--- src/design/sis_pkg.sv ---
package sis_pkg;

	localparam int CAPACITY = 64;
	localparam int CNT_W = $clog2(CAPACITY + 1);
	localparam int KEY_W = 64;
	localparam int TAG_W = 16;
	localparam int PADDR_W = 3;

	localparam logic REG_DESCENDING = 1'b0;

	typedef logic signed [KEY_W-1:0] key_t;
	typedef logic [TAG_W-1:0] tag_t;
	typedef logic [CNT_W-1:0] cnt_t;

	typedef struct packed {
		logic ins;
		logic drain;
		logic desc;
	} cell_ctrl_t;

endpackage

--- src/design/sis_cell.sv ---
module sis_cell
	import sis_pkg::*;
(
	input  logic       clk,
	input  cell_ctrl_t ctrl,
	input  logic       occ,
	input  key_t       new_key,
	input  tag_t       new_tag,
	input  key_t       left_key,
	input  tag_t       left_tag,
	input  key_t       right_key,
	input  tag_t       right_tag,
	input  logic       taken_in,
	output logic       taken_out,
	output key_t       key,
	output tag_t       tag
);

	key_t key_q;
	tag_t tag_q;
	logic ahead;

	// an empty cell always accepts, so the first free cell takes an append
	always_comb begin
		if (!occ) begin
			ahead = 1'b1;
		end else if (ctrl.desc) begin
			ahead = key_q < new_key;
		end else begin
			ahead = new_key < key_q;
		end
	end

	assign taken_out = taken_in | ahead;
	assign key = key_q;
	assign tag = tag_q;

	always_ff @(posedge clk) begin
		if (ctrl.drain) begin
			key_q <= right_key;
			tag_q <= right_tag;
		end else if (ctrl.ins) begin
			if (taken_in) begin
				key_q <= left_key;
				tag_q <= left_tag;
			end else if (ahead) begin
				key_q <= new_key;
				tag_q <= new_tag;
			end
		end
	end

endmodule

--- config.mk ---
export PLATFORM = sky130hd
export DESIGN_NAME = sis_cell
export DESIGN_NICKNAME = d
export VERILOG_FILES = /design/src/design/sis_pkg.sv /design/src/design/sis_cell.sv
export SDC_FILE = /design/constraint.sdc
export NUM_CORES = 1
export LEC_CHECK = 0
export ABC_AREA = 1
export BUFFER_PORTS_ARGS = -buffer_cell sky130_fd_sc_hd__buf_2
export CELL_PAD_IN_SITES_DETAIL_PLACEMENT = 0
export CELL_PAD_IN_SITES_GLOBAL_PLACEMENT = 1
export CORE_ASPECT_RATIO = 0.5
export CORE_MARGIN = 3
export CORE_UTILIZATION = 28
export DETAILED_ROUTE_END_ITERATION = 10
export GPL_ROUTABILITY_DRIVEN = 0
export MAX_ROUTING_LAYER = met4
export PLACE_DENSITY = 0.78
export SYNTH_ARGS = -nofsm -noshare
export SYNTH_HDL_FRONTEND = slang
export SYNTH_SLANG_ARGS = --single-unit
--- constraint.sdc ---
create_clock -name clk -period 6.4 [get_ports clk]
set_clock_uncertainty 0.1 [all_clocks]
set_input_delay 1.28 -clock clk [delete_from_list [all_inputs] [get_ports clk]]
set_output_delay 1.28 -clock clk [all_outputs]
set_load 0.02 [all_outputs]
==> flow_metrics.env, run 1 <==
export IMPL_period_share_pct=71.0
export IMPL_p_per_area_nw_per_um2=210
export IMPL_syn_inst=730
export IMPL_wirelength_um=21000
export IMPL_post_cts_buffers=0
export IMPL_antenna_found_initial=2
export IMPL_run_status="finished, final reports clean"
export IMPL_grt_max_degree=81
export IMPL_finalHoldViolations=0
export IMPL_synth_top_area_share_pct=41.8
export IMPL_r2r_cells=14
export IMPL_clk_pin_slew_worst_paths_ns=0.07
export IMPL_fmax_mhz=220
export IMPL_drive_above_1_share_pct=34.4
export IMPL_synth_top_cell_by_area="edfxtp_1"
export IMPL_firstDrtPassIters=6
export IMPL_drc=0
export IMPL_grt_pass1_vias=5973
export IMPL_synth_nets=1040
export IMPL_area_growth_pct=38.0
export IMPL_grt_pass1_wl_um=31600
export IMPL_vias_per_cell=4.70
export IMPL_htreeDepth=3
export IMPL_num_nets_final=1350
export IMPL_ys_types=21
export IMPL_grt_usage_pct=18.3
export IMPL_p_int_w=0.00110
export IMPL_synth_avg_cell_area_um2=7.87
export IMPL_port_buffers=326
export IMPL_netlist_area_um2=5750
export IMPL_ir_drop_mv=0.121
export IMPL_clkPwrFrac_pct=30.1
export IMPL_p_seq_share_pct=40.3
export IMPL_root_buffer="clkbuf_16"
export IMPL_coreArea_um2=19800
export IMPL_clk_path_buf_depth=2
export IMPL_arrival_ns=3.16
export IMPL_timing_critical_path_from_type="input pin"
export IMPL_numClockSinks=80
export IMPL_setup_ws_ns=1.86
export IMPL_crit_end="taken_out"
export IMPL_r2r_setup_slack_ns=3.14
export IMPL_r2r_end="key[22]$_DFFE_PP_"
export IMPL_yosys_warnings=0
export IMPL_cts_resized_gates=0
export IMPL_path_class="input pin to output port"
export IMPL_endpoint_kind="output port"
export IMPL_ys_seq_area_share_pct=41.8
export IMPL_die_y_um=107
export IMPL_rows=36
export IMPL_hp_class="input pin to register"
export IMPL_cp_max_fo=5
export IMPL_grt_overflow=0
export IMPL_setup_tns_ns=0
export IMPL_cp_slowest_cell="ha_1"
export IMPL_worstReg2RegStart="key[63]$_DFFE_PP_"
export IMPL_crit_path_start="new_key[63]"
export IMPL_synth_area_leaders="edfxtp_1 (42%), a21oi_1 (16%), ha_1 (14%), nand2_1 (9.5%), nor2_1 (6.6%)"
export IMPL_p_comb_share_pct=29.6
export IMPL_num_io_pins=327
export IMPL_timing_final_crit_period_ns=4.54
export IMPL_initial_core_util_pct=29.1
export IMPL_drt_iter0_drc=328
export IMPL_ant_nets=0
export IMPL_clk_latency_ns=0.34
export IMPL_synth_seq_cells=80
export IMPL_max_slew_margin_rel_pct=34.3
export IMPL_leakage_nw=4.08
export IMPL_final_util_pct=40.1
export IMPL_setup_viol=0
export IMPL_dp_slack_ns=1.88
export IMPL_rsz0062_at_grt="no"
export IMPL_wl_per_cell_um=16.0
export IMPL_chipWidth_um=209
export IMPL_cts_hold_buf=0
export IMPL_crit_path_cell_trace="buf_2 > ha_1 > nand2_1 > inv_2 > nand3_4 > nor3_4 > and3_1 > nand2_2 > nand2_2 > nand2_1 > nand3_2 > nand4_1 > buf_2"
export IMPL_slew_viol_final=0
export IMPL_cts_tree="yes"
export IMPL_dieArea_um2=22400
export IMPL_cpPeakStageDelay_ns=0.41
export IMPL_drv_cap=0
export IMPL_sw_frac_of_total_pct=33.8
export IMPL_required_ns=5.02
export IMPL_dr_total_vias=6172
export IMPL_cts_buffers_inserted=9
export IMPL_worst_slew_pin_slew_ns=0.986
export IMPL_dp_hpwl_um=16000
export IMPL_p_sw_w=0.000564
power by group through the flow:
stage	registers (W)	clock network, W	logic [W]
floorplan	0.000752	0	0.000218
finish	0.000671	0.000502	0.000494
detailed placement	0.000682	0	0.000499
CTS	0.000671	0.000524	0.000501
global placement	0.000680	0	0.000493
global route	0.000678	0.000542	0.000558
how the worst min path moves through the flow:
stage / from / end / slack, ns / cells after the start
after floorplan: right_key[0] / key[0]$_DFFE_PP_ / 1.41 / 2
after global placement: key[63]$_DFFE_PP_ / key[47]$_DFFE_PP_ / 1.31 / 7
after detailed placement: key[63]$_DFFE_PP_ / key[47]$_DFFE_PP_ / 1.32 / 7
after CTS: right_key[58] / key[58]$_DFFE_PP_ / 1.14 / 3
after global routing: right_key[43] / key[43]$_DFFE_PP_ / 1.15 / 3
final: right_key[58] / key[58]$_DFFE_PP_ / 1.16 / 3
kinds of logic (layout without fill, tap and decap cells):
family / Yosys count / after routing / share of synthesized area (%)
flip-flops: 80 / 80 / 41.8
other: 0 / 2 / 0
buffers and inverters: 116 / 431 / 7.58
adder cells (fa/ha/maj): 64 / 64 / 13.9
AND/OR/NAND/NOR: 270 / 270 / 19.1
AO/OA/AOI/OAI: 200 / 200 / 17.6
stage by stage:
step | total power, W | std cells | cell area, µm² | hold slack, ns
floorplan | 0.000970 | 730 | 5750 | 1.41
global placement | 0.00117 | 1295 | 7640 | 1.31
detailed placement | 0.00118 | 1295 | 7640 | 1.32
CTS | 0.00170 | 1311 | 7930 | 1.14
global route | 0.00178 | 1313 | 7930 | 1.15
finish | 0.00167 | 1313 | 7930 | 1.16
state kept, by name, indices dropped and copies added, names as in the netlist:
register / flops
key: 64
tag: 16
synthesized netlist by cell type:
library cell and instances:
and3_1 2, inv_1 79, nor4_1 1, nand3_1 5, buf_1 8, o21ai_0 7
nand3_4 1, edfxtp_1 80, nand2_1 145, a21oi_1 189, ha_1 64, nand2_2 2
nor3_4 1, nand3_2 3, nor3_1 2, inv_2 3, o21a_1 3, nor2_1 101
nand4_1 7, clkbuf_1 26, a21o_1 1
critical path, delay by kind of cell:
family | cells | cell delay (ns)
buffers and inverters | 3 | 0.38
adder cells (fa/ha/maj) | 1 | 0.41
AND/OR/NAND/NOR | 9 | 1.08
final cells by class:
cell class | instances | area [µm²]
repair buffers | 333 | 1680
diodes | 2 | 5.00
well taps | 266 | 333
inverters | 82 | 308
fillers | 2098 | 11800
clock buffers | 9 | 225
flip-flops and latches | 80 | 2400
clock inverters | 7 | 57.6
multi-input cells | 534 | 2920
cell usage in the layout, fill, tap and decap left out, drive strengths merged:
cell type | Yosys | layout
nand3 | 9 | 9
clkinvlp | 0 | 3
a21o | 1 | 1
and3 | 2 | 2
o21a | 3 | 3
buf | 8 | 333
edfxtp | 80 | 80
inv | 82 | 83
nand2 | 147 | 147
clkinv | 0 | 3
nor3 | 3 | 3
ha | 64 | 64
nor2 | 101 | 101
o21ai | 7 | 7
clkbuf | 26 | 9
diode | 0 | 2
nand4 | 7 | 7
nor4 | 1 | 1
a21oi | 189 | 189
metal layers:
layer / vias to the layer above / wire, µm / GRT usage, % / share of wire [%]
li1: 3084 / - / - / -
met1: 2897 / 9180 / 23.0 / 44
met2: 165 / 10600 / 31.5 / 51
met3: 26 / 879 / 3.06 / 4.2
met4: 0 / 342 / 4.11 / 1.6
met5: - / 0 / - / 0
(Power assumes the default switching activity.)
==> run 2: changes to the inputs <==
Clock period 6.4 ns to 3.7 ns, I/O delays scaled along.
==> flow_metrics.env, run 2 (synthesis gave the netlist of run 1 again) <==
export IMPL_vias_per_cell=4.63
export IMPL_place_inst=1295
export IMPL_drt_iter0_drc=340
export IMPL_chipWidth_um=209
export IMPL_drc=0
export IMPL_numClockSinks=80
export IMPL_grt_pass1_wl_um=31200
export IMPL_dieArea_um2=22400
export IMPL_area_growth_pct=39.2
export IMPL_crit_path_cell_trace="buf_2 > ha_1 > nand2_1 > nor2_1 > nand4_1 > nor3_4 > and3_1 > nand2_2 > nand2_2 > nand2_1 > nand3_2 > nand4_1 > buf_2"
export IMPL_finalHoldViolations=0
export IMPL_endpoint_kind="output port"
export IMPL_required_ns=2.86
export IMPL_worstReg2RegStart="key[55]$_DFFE_PP_"
export IMPL_post_cts_buffers=0
export IMPL_slew_viol_final=0
export IMPL_ant_nets=0
export IMPL_cts_resized_gates=0
export IMPL_cts_hold_buf=0
export IMPL_cp_max_fo=3
export IMPL_setup_tns_ns=0
export IMPL_leakage_nw=4.11
export IMPL_period_share_pct=91.6
export IMPL_drv_cap=0
export IMPL_cp_slowest_cell="ha_1"
export IMPL_clk_path_buf_depth=2
export IMPL_crit_path_start="new_key[55]"
export IMPL_hp_class="input pin to register"
export IMPL_layout_common_cells="buf_2 (326), a21oi_1 (188), nand2_1 (145)"
export IMPL_path_class="input pin to output port"
export IMPL_dr_total_vias=6095
export IMPL_timing_final_crit_period_ns=3.39
export IMPL_run_status="finished, final reports clean"
export IMPL_fill_cells=2116
export IMPL_die_y_um=107
export IMPL_rows=36
export IMPL_clk_pin_slew_worst_paths_ns=0.06
export IMPL_p_sw_w=0.000948
export IMPL_path_buf_inv=2
export IMPL_hold_path_startpoint="right_key[15]"
export IMPL_clk_latency_ns=0.34
export IMPL_grt_max_degree=81
export IMPL_root_buffer="clkbuf_16"
export IMPL_cpPeakStageDelay_ns=0.29
export IMPL_final_common_cell="buf_2"
export IMPL_antenna_found_initial=5
export IMPL_num_nets_final=1350
export IMPL_dp_hpwl_um=15500
export IMPL_p_comb_share_pct=29.6
export IMPL_instances_no_fill=1316
export IMPL_firstDrtPassIters=8
export IMPL_grt_usage_pct=18.0
export IMPL_grt_pass1_vias=5933
export IMPL_clkPwrFrac_pct=30.6
export IMPL_wirelength_um=20500
export IMPL_cts_tree="yes"
export IMPL_p_seq_share_pct=39.8
export IMPL_cp_top_family="simple AND/OR/NAND/NOR gates"
export IMPL_rsz0062_at_grt="no"
export IMPL_cts_buffers_inserted=9
export IMPL_p_per_area_nw_per_um2=365
export IMPL_port_buffers=326
export IMPL_arrival_ns=2.55
export IMPL_htreeDepth=3
export IMPL_sw_frac_of_total_pct=32.5
export IMPL_ir_drop_mv=0.197
export IMPL_worst_slew_pin_slew_ns=0.972
export IMPL_initial_core_util_pct=29.1
export IMPL_grt_overflow=0
export IMPL_drive_above_1_share_pct=34.5
export IMPL_coreArea_um2=19800
export IMPL_fmax_mhz=295
export IMPL_timing_critical_path_from_type="input pin"
export IMPL_p_int_w=0.00197
export IMPL_setup_viol=0
export IMPL_max_slew_margin_rel_pct=35.2
export IMPL_largest_register_ffs=64
export IMPL_num_io_pins=327
export IMPL_wl_per_cell_um=15.6
[run 2: cell types whose count changed in the layout (fill, tap and decap cells not counted), moves of 3 or more]
cell,change
clkinv_1,+4
clkinv_4,-3
clkinvlp_4,-3
diode_2,+3
[run 2: stage by stage]
stage | instance area, µm² | hold WS (ns) | utilization (%) | power (W) | worst slack [ns]
2_1_floorplan | 5800 | 0.870 | - | 0.00168 | 0.00287
3_3_place_gp | 7710 | 0.958 | 39.0 | 0.00204 | 0.377
3_5_place_dp | 7710 | 0.965 | 39.0 | 0.00205 | 0.341
4_1_cts | 7990 | 0.599 | 40.4 | 0.00297 | 0.317
5_1_grt | 8000 | 0.612 | 40.5 | 0.00312 | 0.152
6_report | 8000 | 0.618 | 40.5 | 0.00292 | 0.310
[run 2: path summary, 6_finish.rpt]
check	to	depth (start not counted)	slack, ns
hold reg to reg	key[20]$_DFFE_PP_	8	1.33
setup reg to reg	key[38]$_DFFE_PP_	14	0.92
hold / removal	key[15]$_DFFE_PP_	3	0.62
setup / recovery	taken_out	13	0.31
[run 2: per-layer routing]
| layer | vias to the layer above | wire (µm) | track usage, % |
|---|---|---|---|
| li1 | 3090 | - | - |
| met1 | 2807 | 9060 | 23.3 |
| met2 | 177 | 10100 | 29.8 |
| met3 | 21 | 969 | 3.20 |
| met4 | 0 | 352 | 4.39 |
| met5 | - | 0 | - |
[run 2: final cells by class]
type | count | area [µm²] | area share, %
multi-input cells | 534 | 2960 | 37.0
inverters | 82 | 308 | 3.85
clock inverters | 6 | 50.0 | 0.625
repair buffers | 333 | 1710 | 21.4
clock buffers | 10 | 229 | 2.86
well taps | 266 | 333 | 4.16
flip-flops and latches | 80 | 2400 | 30.0
diodes | 5 | 12.5 | 0.156
[run 2: worst register-to-register path, cell delays in order (launching register included)]
cell and delay, ns:
edfxtp_1 0.35, inv_1 0.05, ha_1 0.28, nand2_1 0.08, nor2_1 0.18, nand4_1 0.17, nor3_4 0.21, and3_1 0.22
nand2_2 0.10, nand3_2 0.08, nand3_2 0.08, nand3_2 0.09, nor2_2 0.05, nor2_4 0.14, buf_12 0.28
[run 2: power groups by stage]
stage / clock, W / combinational, W / sequential (W)
after global routing: 0.000964 / 0.000980 / 0.00117
after global placement: 0 / 0.000865 / 0.00118
after floorplan: 0 / 0.000386 / 0.00130
final: 0.000894 / 0.000863 / 0.00116
after detailed placement: 0 / 0.000875 / 0.00118
after CTS: 0.000926 / 0.000879 / 0.00116
